**src/hdl/finite_ring_invariant_analyzer_unit_assert.svh**
```systemverilog
// Assertion macros for the ring analyzer.
`ifndef FINITE_RING_INVARIANT_ANALYZER_UNIT_ASSERT_SVH
`define FINITE_RING_INVARIANT_ANALYZER_UNIT_ASSERT_SVH

// Same-cycle implication.
`define FRIA_ASSERT_NOW(label, ante, cons) \
    label: assert property (@(posedge i_clk) disable iff (!i_rst_n) (ante) |-> (cons)) \
        else $error("ring analyzer assertion failed");

// Next-cycle implication.
`define FRIA_ASSERT_NEXT(label, ante, cons) \
    label: assert property (@(posedge i_clk) disable iff (!i_rst_n) (ante) |=> (cons)) \
        else $error("ring analyzer assertion failed");

`endif

```
**src/hdl/fria_pkg.sv**
```systemverilog
package fria_pkg;

    localparam logic [4:0] RING_ORDER_RESET = 5'd4;

    typedef struct packed {
        logic [4:0] entry_value;
        logic       start_of_tables;
    } t_in_req;

    typedef struct packed {
        logic [4:0]  max_additive_order;
        logic        is_commutative;
        logic        has_unity;
        logic [4:0]  noninvertible_count;
        logic [4:0]  idempotent_count;
        logic [3:0]  square_zero_count;
        logic [3:0]  cube_zero_count;
        logic [8:0]  zero_product_count;
        logic [3:0]  zero_divisor_count;
        logic [4:0]  center_size;
        logic [15:0] center_mask;
        logic        table_fault;
    } t_result;

endpackage

```
**src/hdl/fria_ram.sv**
```systemverilog
module fria_ram #(
    parameter int WIDTH = 4,
    parameter int DEPTH = 256
) (
    input  logic                     i_clk,
    input  logic                     i_we,
    input  logic [$clog2(DEPTH)-1:0] i_waddr,
    input  logic [WIDTH-1:0]         i_wdata,
    input  logic [$clog2(DEPTH)-1:0] i_raddr,
    output logic [WIDTH-1:0]         o_rdata
);

    logic [WIDTH-1:0] r_mem [DEPTH];

    always_ff @(posedge i_clk) begin
        if (i_we) begin
            r_mem[i_waddr] <= i_wdata;
        end
        o_rdata <= r_mem[i_raddr];
    end

endmodule

```
**src/hdl/finite_ring_invariant_analyzer_unit.sv**
```systemverilog
// Finite ring invariant analyzer.
// Requests: one table entry per request, taken when start is high and busy low.
// The addition table comes first, then the multiplication table, row-major,
// entries 1-based; start_of_tables marks the first entry and restarts loading.
// Once the last of the 2*n*n entries is in, busy stays high while one
// sequencer sweeps the tables through the RAM read ports: the additive orders
// (each add-table read split into a request and a response state), the divisor
// search over all d, then the pair pass, the cube pass and the inverse pass
// (skipped when there is no unity), after which o_result_strobe is high for
// one cycle and the result stays on o_result until a new result replaces it.
// The receiver cannot stall. A write to ring_order (i_cfg_we) sets n; when it
// comes while idle and no entry is taken, the write position is then recomputed
// by subtraction in S_LOCATE, busy high. Reset (synchronous) sets n to 4 and
// clears the load position; table contents are undefined until loaded.
module finite_ring_invariant_analyzer_unit #(
    parameter int MAX_ELEMENTS = 16
) (
    input  logic              i_clk,
    input  logic              i_rst_n,
    input  logic              start,
    output logic              busy,
    input  fria_pkg::t_in_req i_req,
    input  logic              i_cfg_we,
    input  logic [4:0]        i_cfg_wdata,
    output fria_pkg::t_result o_result,
    output logic              o_result_strobe
);

    import fria_pkg::*;

    localparam int EW = (MAX_ELEMENTS > 1) ? $clog2(MAX_ELEMENTS) : 1;
    localparam int NW = $clog2(MAX_ELEMENTS + 1);
    localparam int DEPTH = MAX_ELEMENTS * MAX_ELEMENTS;
    localparam int AW = $clog2(DEPTH);
    localparam int PW = $clog2(2 * DEPTH + 1);
    localparam int CW = $clog2(DEPTH + 1);

    typedef enum logic [8:0] {
        S_LOAD   = 9'b000000001,
        S_LOCATE = 9'b000000010,
        S_AREQ   = 9'b000000100,
        S_ARSP   = 9'b000001000,
        S_DIV    = 9'b000010000,
        S_PAIR   = 9'b000100000,
        S_CUBE   = 9'b001000000,
        S_INV    = 9'b010000000,
        S_OUT    = 9'b100000000
    } t_state;

    typedef enum logic [1:0] {
        PH_ADD  = 2'd0,
        PH_MUL  = 2'd1,
        PH_DONE = 2'd2
    } t_phase;

    function automatic logic [NW-1:0] f_clamp(logic [4:0] v);
        if (v == 5'd0) begin
            return NW'(1);
        end else if (32'(v) > MAX_ELEMENTS) begin
            return NW'(MAX_ELEMENTS);
        end
        return NW'(v);
    endfunction

    function automatic logic [AW-1:0] f_addr(logic [EW-1:0] r, logic [EW-1:0] c);
        return AW'(32'(r) * MAX_ELEMENTS + 32'(c));
    endfunction

    function automatic t_phase f_next_phase(t_phase p);
        unique case (p)
            PH_ADD:  return PH_MUL;
            default: return PH_DONE;
        endcase
    endfunction

    t_state  r_state, n_state;
    logic [NW-1:0] r_n;
    logic [PW-1:0] r_pos, n_pos, r_rem, n_rem;
    logic [EW-1:0] r_row, n_row, r_col, n_col;
    t_phase  r_phase, n_phase;
    logic    r_rfault, n_rfault, r_afault, n_afault;
    logic [EW-1:0] r_x, n_x, r_y, n_y, r_px, n_px, r_py, n_py, r_t, n_t;
    logic    r_idone, n_idone, r_pv, n_pv;
    logic [NW-1:0] r_i, n_i, r_d, n_d, r_max, n_max;
    logic [NW:0] r_m, n_m;
    logic [MAX_ELEMENTS:0] r_seen, n_seen;
    logic    r_comm, n_comm, r_found, n_found;
    logic [EW-1:0] r_unity, n_unity;
    logic [NW-1:0] r_noninv, n_noninv, r_idem, n_idem, r_sq0, n_sq0, r_cb0, n_cb0;
    logic [NW-1:0] r_zdiv, n_zdiv, r_csize, n_csize;
    logic [CW-1:0] r_zprod, n_zprod;
    logic [15:0] r_cmask, n_cmask;
    logic    r_row_ok, n_row_ok, r_row_cen, n_row_cen;
    logic    r_row_zd, n_row_zd, r_row_inv, n_row_inv;
    logic [EW-1:0] r_diag [MAX_ELEMENTS];
    logic    r_strobe, n_strobe;
    t_result r_result, n_result;

    logic          w_accept, w_inrange, w_fault1, w_add_we, w_mul_we, w_diag_we;
    logic          w_ok_f, w_cen_f, w_zd_f, w_inv_f;
    logic [PW-1:0] w_pos0, w_pos1, w_sq, w_sq2;
    logic [EW-1:0] w_row0, w_col0, w_stored, w_last_e, w_a, w_b, w_add_rdata;
    logic [AW-1:0] w_waddr, w_add_raddr, w_mula_raddr, w_mulb_raddr;
    t_phase        w_phase0;

    assign busy     = (r_state != S_LOAD);
    assign w_accept = start && !busy;
    assign w_sq     = PW'(r_n) * PW'(r_n);
    assign w_sq2    = PW'({w_sq, 1'b0});
    assign w_last_e = EW'(r_n - NW'(1));
    assign w_pos0   = i_req.start_of_tables ? '0 : r_pos;
    assign w_row0   = i_req.start_of_tables ? '0 : r_row;
    assign w_col0   = i_req.start_of_tables ? '0 : r_col;
    assign w_phase0 = i_req.start_of_tables ? PH_ADD : r_phase;
    assign w_pos1   = w_pos0 + PW'(1);
    assign w_inrange = (i_req.entry_value != 5'd0) &&
                       ({1'b0, i_req.entry_value} <= 6'(r_n));
    assign w_stored = w_inrange ? EW'(i_req.entry_value - 5'd1) : '0;
    assign w_fault1 = (i_req.start_of_tables ? 1'b0 : r_rfault) | !w_inrange;
    assign w_waddr  = f_addr(w_row0, w_col0);

    assign w_add_raddr  = f_addr(r_t, r_x);
    assign w_mula_raddr = (r_state == S_CUBE) ? f_addr(r_diag[r_x], r_x) : f_addr(r_x, r_y);
    assign w_mulb_raddr = f_addr(r_y, r_x);

    fria_ram #(.WIDTH(EW), .DEPTH(DEPTH)) u_add_ram (
        .i_clk   (i_clk),
        .i_we    (w_add_we),
        .i_waddr (w_waddr),
        .i_wdata (w_stored),
        .i_raddr (w_add_raddr),
        .o_rdata (w_add_rdata)
    );

    fria_ram #(.WIDTH(EW), .DEPTH(DEPTH)) u_mula_ram (
        .i_clk   (i_clk),
        .i_we    (w_mul_we),
        .i_waddr (w_waddr),
        .i_wdata (w_stored),
        .i_raddr (w_mula_raddr),
        .o_rdata (w_a)
    );

    // duplicate copy gives the transposed read
    fria_ram #(.WIDTH(EW), .DEPTH(DEPTH)) u_mulb_ram (
        .i_clk   (i_clk),
        .i_we    (w_mul_we),
        .i_waddr (w_waddr),
        .i_wdata (w_stored),
        .i_raddr (w_mulb_raddr),
        .o_rdata (w_b)
    );

    assign w_ok_f  = r_row_ok && (w_a == r_py) && (w_b == r_py);
    assign w_cen_f = r_row_cen && (w_a == w_b);
    assign w_zd_f  = r_row_zd || ((r_px != '0) && (r_py != '0) && (w_a == '0));
    assign w_inv_f = r_row_inv || ((w_a == r_unity) && (w_b == r_unity));

    always_comb begin
        n_state = r_state;  n_pos = r_pos;     n_rem = r_rem;
        n_row = r_row;      n_col = r_col;     n_phase = r_phase;
        n_rfault = r_rfault; n_afault = r_afault;
        n_x = r_x;  n_y = r_y;  n_px = r_x;  n_py = r_y;  n_t = r_t;
        n_idone = r_idone;  n_pv = 1'b0;
        n_i = r_i;  n_d = r_d;  n_m = r_m;  n_max = r_max;  n_seen = r_seen;
        n_comm = r_comm;    n_found = r_found; n_unity = r_unity;
        n_noninv = r_noninv; n_idem = r_idem;  n_sq0 = r_sq0;  n_cb0 = r_cb0;
        n_zdiv = r_zdiv;    n_csize = r_csize; n_zprod = r_zprod; n_cmask = r_cmask;
        n_row_ok = r_row_ok; n_row_cen = r_row_cen;
        n_row_zd = r_row_zd; n_row_inv = r_row_inv;
        n_strobe = 1'b0;    n_result = r_result;
        w_add_we = 1'b0;    w_mul_we = 1'b0;   w_diag_we = 1'b0;

        unique case (r_state)
            S_LOAD: begin
                if (w_accept) begin
                    w_add_we = (w_phase0 == PH_ADD);
                    w_mul_we = (w_phase0 == PH_MUL);
                    if (w_pos1 >= w_sq2) begin
                        n_state = S_AREQ;
                        n_pos = '0;  n_row = '0;  n_col = '0;  n_phase = PH_ADD;
                        n_rfault = 1'b0;  n_afault = w_fault1;
                        n_x = '0;  n_t = '0;  n_i = NW'(1);  n_seen = '0;  n_max = '0;
                        n_comm = 1'b1;  n_found = 1'b0;  n_unity = '0;
                        n_noninv = '0;  n_idem = '0;  n_sq0 = '0;  n_cb0 = '0;
                        n_zdiv = '0;  n_csize = '0;  n_zprod = '0;  n_cmask = '0;
                    end else begin
                        n_pos = w_pos1;
                        n_rfault = w_fault1;
                        n_row = w_row0;
                        n_phase = w_phase0;
                        if (w_col0 == w_last_e) begin
                            n_col = '0;
                            if (w_row0 == w_last_e) begin
                                n_row = '0;
                                n_phase = f_next_phase(w_phase0);
                            end else begin
                                n_row = w_row0 + EW'(1);
                            end
                        end else begin
                            n_col = w_col0 + EW'(1);
                        end
                    end
                end else if (i_cfg_we) begin
                    n_state = S_LOCATE;
                    n_rem = r_pos;  n_row = '0;  n_col = '0;  n_phase = PH_ADD;
                end
            end
            S_LOCATE: begin
                if (i_cfg_we) begin
                    n_rem = r_pos;  n_row = '0;  n_col = '0;  n_phase = PH_ADD;
                end else if (r_phase != PH_DONE && r_rem >= w_sq) begin
                    n_rem = r_rem - w_sq;
                    n_phase = f_next_phase(r_phase);
                end else if (r_phase == PH_DONE) begin
                    n_state = S_LOAD;
                end else if (r_rem >= PW'(r_n)) begin
                    n_rem = r_rem - PW'(r_n);
                    n_row = r_row + EW'(1);
                end else begin
                    n_col = EW'(r_rem);
                    n_state = S_LOAD;
                end
            end
            S_AREQ: begin
                n_state = S_ARSP;
            end
            S_ARSP: begin
                if (w_add_rdata != '0 && r_i != r_n) begin
                    n_i = r_i + NW'(1);
                    n_t = w_add_rdata;
                    n_state = S_AREQ;
                end else begin
                    if (w_add_rdata == '0) begin
                        n_seen[r_i] = 1'b1;
                    end else begin
                        n_afault = 1'b1;
                    end
                    if (r_x == w_last_e) begin
                        n_state = S_DIV;
                        n_d = NW'(1);
                        n_m = (NW + 1)'(1);
                    end else begin
                        n_x = r_x + EW'(1);
                        n_t = '0;
                        n_i = NW'(1);
                        n_state = S_AREQ;
                    end
                end
            end
            S_DIV: begin
                if (r_m < {1'b0, r_n}) begin
                    n_m = r_m + (NW + 1)'(r_d);
                end else begin
                    if (r_m == {1'b0, r_n} && r_seen[r_d]) begin
                        n_max = r_d;
                    end
                    if (r_d == r_n) begin
                        n_state = S_PAIR;
                        n_x = '0;  n_y = '0;  n_idone = 1'b0;
                        n_row_ok = 1'b1;  n_row_cen = 1'b1;  n_row_zd = 1'b0;
                    end else begin
                        n_d = r_d + NW'(1);
                        n_m = (NW + 1)'(r_d) + (NW + 1)'(1);
                    end
                end
            end
            S_PAIR, S_INV: begin
                if (r_state == S_INV && !r_found) begin
                    n_noninv = r_n;
                    n_state = S_OUT;
                end else begin
                    if (!r_idone) begin
                        n_pv = 1'b1;
                        if (r_y == w_last_e) begin
                            n_y = '0;
                            if (r_x == w_last_e) begin
                                n_idone = 1'b1;
                            end else begin
                                n_x = r_x + EW'(1);
                            end
                        end else begin
                            n_y = r_y + EW'(1);
                        end
                    end
                    if (r_pv && r_state == S_PAIR) begin
                        n_row_ok = w_ok_f;  n_row_cen = w_cen_f;  n_row_zd = w_zd_f;
                        if (w_a != w_b) begin
                            n_comm = 1'b0;
                        end
                        if (w_a == '0) begin
                            n_zprod = r_zprod + CW'(1);
                        end
                        if (r_px == r_py) begin
                            w_diag_we = 1'b1;
                            if (w_a == r_px) begin
                                n_idem = r_idem + NW'(1);
                            end
                            if (r_px != '0 && w_a == '0) begin
                                n_sq0 = r_sq0 + NW'(1);
                            end
                        end
                        if (r_py == w_last_e) begin
                            n_row_ok = 1'b1;  n_row_cen = 1'b1;  n_row_zd = 1'b0;
                            if (w_ok_f && !r_found) begin
                                n_found = 1'b1;
                                n_unity = r_px;
                            end
                            if (w_cen_f) begin
                                n_csize = r_csize + NW'(1);
                                if (32'(r_px) < 16) begin
                                    n_cmask = r_cmask | (16'd1 << r_px);
                                end
                            end
                            if (w_zd_f) begin
                                n_zdiv = r_zdiv + NW'(1);
                            end
                            if (r_px == w_last_e) begin
                                n_x = (r_n == NW'(1)) ? '0 : EW'(1);
                                n_y = '0;  n_idone = 1'b0;  n_row_inv = 1'b0;
                                n_state = (r_n == NW'(1)) ? S_INV : S_CUBE;
                            end
                        end
                    end
                    if (r_pv && r_state == S_INV) begin
                        n_row_inv = w_inv_f;
                        if (r_py == w_last_e) begin
                            n_row_inv = 1'b0;
                            if (!w_inv_f) begin
                                n_noninv = r_noninv + NW'(1);
                            end
                            if (r_px == w_last_e) begin
                                n_state = S_OUT;
                            end
                        end
                    end
                end
            end
            S_CUBE: begin
                if (!r_idone) begin
                    n_pv = 1'b1;
                    if (r_x == w_last_e) begin
                        n_idone = 1'b1;
                    end else begin
                        n_x = r_x + EW'(1);
                    end
                end
                if (r_pv) begin
                    if (w_a == '0) begin
                        n_cb0 = r_cb0 + NW'(1);
                    end
                    if (r_px == w_last_e) begin
                        n_x = '0;  n_y = '0;  n_idone = 1'b0;  n_row_inv = 1'b0;
                        n_state = S_INV;
                    end
                end
            end
            S_OUT: begin
                n_state = S_LOAD;
                n_strobe = 1'b1;
                n_result.max_additive_order  = 5'(r_max);
                n_result.is_commutative      = r_comm;
                n_result.has_unity           = r_found;
                n_result.noninvertible_count = 5'(r_noninv);
                n_result.idempotent_count    = 5'(r_idem);
                n_result.square_zero_count   = 4'(r_sq0);
                n_result.cube_zero_count     = 4'(r_cb0);
                n_result.zero_product_count  = 9'(r_zprod);
                n_result.zero_divisor_count  = 4'(r_zdiv);
                n_result.center_size         = 5'(r_csize);
                n_result.center_mask         = r_cmask;
                n_result.table_fault         = r_afault;
            end
            default: begin
                n_state = S_LOAD;
            end
        endcase
    end

    always_ff @(posedge i_clk) begin
        if (!i_rst_n) begin
            r_state  <= S_LOAD;
            r_n      <= f_clamp(RING_ORDER_RESET);
            r_pos    <= '0;
            r_row    <= '0;
            r_col    <= '0;
            r_phase  <= PH_ADD;
            r_rfault <= 1'b0;
            r_idone  <= 1'b0;
            r_pv     <= 1'b0;
            r_strobe <= 1'b0;
        end else begin
            r_state  <= n_state;
            if (i_cfg_we) begin
                r_n <= f_clamp(i_cfg_wdata);
            end
            r_pos    <= n_pos;
            r_row    <= n_row;
            r_col    <= n_col;
            r_phase  <= n_phase;
            r_rfault <= n_rfault;
            r_idone  <= n_idone;
            r_pv     <= n_pv;
            r_strobe <= n_strobe;
        end
    end

    always_ff @(posedge i_clk) begin
        r_rem <= n_rem;  r_afault <= n_afault;
        r_x <= n_x;  r_y <= n_y;  r_px <= n_px;  r_py <= n_py;  r_t <= n_t;
        r_i <= n_i;  r_d <= n_d;  r_m <= n_m;  r_max <= n_max;  r_seen <= n_seen;
        r_comm <= n_comm;  r_found <= n_found;  r_unity <= n_unity;
        r_noninv <= n_noninv;  r_idem <= n_idem;  r_sq0 <= n_sq0;  r_cb0 <= n_cb0;
        r_zdiv <= n_zdiv;  r_csize <= n_csize;  r_zprod <= n_zprod;  r_cmask <= n_cmask;
        r_row_ok <= n_row_ok;  r_row_cen <= n_row_cen;
        r_row_zd <= n_row_zd;  r_row_inv <= n_row_inv;
        r_result <= n_result;
        if (w_diag_we) begin
            r_diag[r_px] <= w_a;
        end
    end

    assign o_result        = r_result;
    assign o_result_strobe = r_strobe;

`include "finite_ring_invariant_analyzer_unit_assert.svh"

    `FRIA_ASSERT_NOW(a_no_write_in_analysis, r_state != S_LOAD, !w_add_we && !w_mul_we)
    `FRIA_ASSERT_NOW(a_strobe_after_busy, o_result_strobe, $past(busy) && !busy)
    `FRIA_ASSERT_NOW(a_no_unity_count, o_result_strobe && !o_result.has_unity,
                     o_result.noninvertible_count == 5'(r_n))

endmodule
```
**config.mk**
```make
export PLATFORM = sky130hd
export DESIGN_NAME = finite_ring_invariant_analyzer_unit
export DESIGN_NICKNAME = d
export VERILOG_FILES = /design/src/hdl/fria_pkg.sv /design/src/hdl/fria_ram.sv /design/src/hdl/finite_ring_invariant_analyzer_unit.sv
export VERILOG_INCLUDE_DIRS = /design/src /design/src/hdl
export SDC_FILE = /design/constraint.sdc
export NUM_CORES = 2
export LEC_CHECK = 0
export BUFFER_PORTS_ARGS = -buffer_cell sky130_fd_sc_hd__buf_2
export CELL_PAD_IN_SITES_DETAIL_PLACEMENT = 1
export CELL_PAD_IN_SITES_GLOBAL_PLACEMENT = 2
export CORE_MARGIN = 5
export CORE_UTILIZATION = 47
export CTS_CLUSTER_SIZE = 30
export DETAILED_ROUTE_END_ITERATION = 8
export PLACE_DENSITY_LB_ADDON = 0.1
export SYNTH_ARGS = -nofsm -noshare
export SYNTH_HDL_FRONTEND = slang
export SYNTH_SLANG_ARGS = --single-unit
```
**constraint.sdc**
```tcl
create_clock -name i_clk -period 25 [get_ports i_clk]
set_input_delay 5 -clock i_clk [delete_from_list [all_inputs] [get_ports i_clk]]
set_output_delay 5 -clock i_clk [all_outputs]
set_load 0.1 [all_outputs]
```
==> flow_summary.toml <==
[drt]
wire_per_inst_um = 32.8
drt-total-wl_um = 343000
drt_iter0_drc = 7135
drc = 0
vias_per_cell = 6.45
ant_nets = 0
firstDrtPassIters = 6
num_vias = 67461

[logic_synthesis]
syn_nets = 7418
synthTopCellsByArea = "edfxtp_1 65%, mux4_2 10%, nand2_1 3.7%"
async_flop_share_pct = 0
synth-seq-cells = 2357
synthFlopType = "edfxtp_1"
ys_warn_count = 0
syn_avg_cell_area_um2 = 14.4
ys_types = 88
yosys.area.top_type_share_pct = 65.1
yosysSeqAreaShare_pct = 66.3
syn_inst = 7324
synth-edff-count = 2295
syn-cell-area_mm2 = 0.106
synth_top_area_cell = "edfxtp_1"

[sta]
hold_viol = 0
setup_viol = 0
max_freq_mhz = 107
fin_skew_ps = 39.0
slew_violations = 0
layout_min_cycle_time_ps = 9320
tns_ps = 0
tightest_slew_ps = 1230
relSlewSlack_pct = 17.3
min_period_over_period_pct = 37.3
rsz0062_at_grt = "false"

[critical_path]
crit_path_end = "u_mulb_ram.r_mem[248][3]$_DFFE_PP_"
crit_slowest_cell = "buf_4"
worstSetupPathType = "primary input to register"
crit_cells = 15
crit_path_cell_trace = "buf_2 -> ha_1 -> nor2b_1 -> o21ai_0 -> nand2b_1 -> a21oi_1 -> nor2b_1 -> o22ai_1 -> o41ai_2 -> buf_4 -> nor2_4 -> buf_4 -> buf_4 -> buf_4 -> buf_4"
crit_buf_inv = 6
worstPathRequired_ps = 25520
end_kind = "register"
timing.rr.start = "r_n[3]$_SDFFE_PN0P_"
start_kind = "primary input"
cp_slowest_stage_delay_ps = 920
crit_top_cell = "buf_4"
critPathTopFamily = "buffers and inverters"
r2r_cells = 20
startpoint = "i_req[2]"
r2r_slack_ps = 18090
rr_endpoint = "r_cmask[4]$_SDFFCE_PP0P_"
arrival_ps = 9840
crit_fanout = 95

[finish]
syn_to_final_growth_pct = 10.9
nNetsFinal = 7360
final_common_cell = "edfxtp_1"
finalInstanceArea_mm2 = 0.117
num-fill-cells = 21376
final_cell_mix = "2295 x edfxtp_1, 1031 x nand2_1, 695 x nor2_1, 478 x mux4_2, 364 x mux2i_1"
drive_gt1_share_pct = 15.1

[cts]
cts_max_path_buffers = 3
cts_buffers = 239
clk_pin_slew_ps = 60
clk_latency_ps = 900
clock_sinks = 2357
root_buffer = "clkbuf_16"
cts_tree = "built"
postCtsSetupBuffers = 0
cts_resized = 0
postCtsHoldBufs = 0
h-tree-depth = 4

[pwr]
p_per_area_mw_per_mm2 = 88.0
ir_drop_uv = 67.3
total_power_mw = 10.3
power.leakage_nw = 38.5

[grt]
grt_pass1_wl_um = 497000
antenna_found_initial = 11
grt.total_usage_pct = 28.7
overflow = 0
grt_max_degree = 205
grt_pass1_vias = 68744

[floorplanning]
die_x_um = 484
std_cell_rows = 174
start_util_pct = 47.1
die_h_um = 484
io_pins = 77
core_area_mm2 = 0.224
dieArea_mm2 = 0.235

[placed_design]
placed_cell_area_mm2 = 0.109
hpwl_um = 211000
place.gp.congestion = 0.866
io_buffer_count = 76

[worst_hold_path]
hold_class = "register to register"

[flow_run]
max_cap_violations = 0

[run_status]
status = "completed"
==> Yosys cell counts, types with 97 or more instances <==
cell type,n
o22ai_1,97
a21oi_1,260
buf_2,164
mux4_2,478
o221ai_1,155
a31oi_1,139
clkbuf_1,294
nor2_1,703
edfxtp_1,2295
nand3_1,302
nand2_1,1047
mux2i_1,370
==> worst min-delay path by stage <==
stage / from / to / cells past startpoint
CTS: r_max[1]$_SDFFCE_PP0P_ / o_result[56]$_DFFE_PP_ / 0
global placement: r_max[1]$_SDFFCE_PP0P_ / o_result[56]$_DFFE_PP_ / 0
floorplan: n_px[2]$_DFFE_PN_ / r_px[2]$_DFF_P_ / 0
finish: r_max[1]$_SDFFCE_PP0P_ / o_result[56]$_DFFE_PP_ / 0
detailed placement: r_max[1]$_SDFFCE_PP0P_ / o_result[56]$_DFFE_PP_ / 0
global route: r_max[4]$_SDFFCE_PP0P_ / o_result[59]$_DFFE_PP_ / 0
==> logic make-up after synthesis <==
family	after synthesis	share of synthesized area, %
AO/OA/AOI/OAI	965	6.10
XOR/XNOR	105	0.907
adder cells (fa/ha/maj)	82	0.998
buffers and inverters	578	2.32
flip-flops	2357	66.3
multiplexers	856	13.8
AND/OR/NAND/NOR	2381	9.60
==> where the power goes <==
| group | leakage [nW] | switching (mW) | internal (mW) |
|---|---|---|---|
| sequential | 21.5 | 0.0953 | 4.52 |
| clock | 3.87 | 1.58 | 2.11 |
| combinational | 13.2 | 1.30 | 0.721 |
| total | 38.5 | 2.98 | 7.34 |
==> final cells by class <==
| type | count | area [um2] | area share (%) |
|---|---|---|---|
| flip-flops and latches | 2357 | 70200 | 59.8 |
| diodes | 4 | 10.0 | 0.00853 |
| inverters | 50 | 193 | 0.164 |
| clock buffers | 282 | 6180 | 5.27 |
| repair buffers | 229 | 1690 | 1.44 |
| well taps | 2992 | 3740 | 3.19 |
| clock inverters | 163 | 1790 | 1.52 |
| multi-input cells | 4389 | 33600 | 28.6 |
==> metrics by stage <==
stage | util, % | hold WS [ps] | worst slack, ps | std cells
finish | 52.3 | 423 | 15680 | 10466
CTS | 52.3 | 425 | 15690 | 10462
global placement | 48.7 | 407 | 14840 | 10017
floorplan | - | 346 | 4550 | 7324
detailed placement | 48.7 | 410 | 14720 | 10017
global route | 52.3 | 427 | 15440 | 10463
==> state kept, by name (all words and copies together), names as in the netlist, 6 cells and up, named ones only <==
| register | flops |
|---|---|
| u_mulb_ram.r_mem | 508 |
| o_result | 60 |
| r_rem | 10 |
| u_mula_ram.r_mem | 516 |
| r_pos | 10 |
| r_m | 6 |
| r_diag | 64 |
| r_zprod | 9 |
| u_add_ram.r_mem | 1024 |
| r_seen | 17 |
| r_state | 9 |
| r_cmask | 16 |
==> layer usage <==
metal,GRT usage (%),routed length [um],vias up
li1,-,-,28299
met1,41.3,145000,35741
met2,44.9,159000,2909
met3,5.65,28600,508
met4,8.26,9710,4
met5,0,23,-
Note: power is estimated with default switching activity, not from simulation.
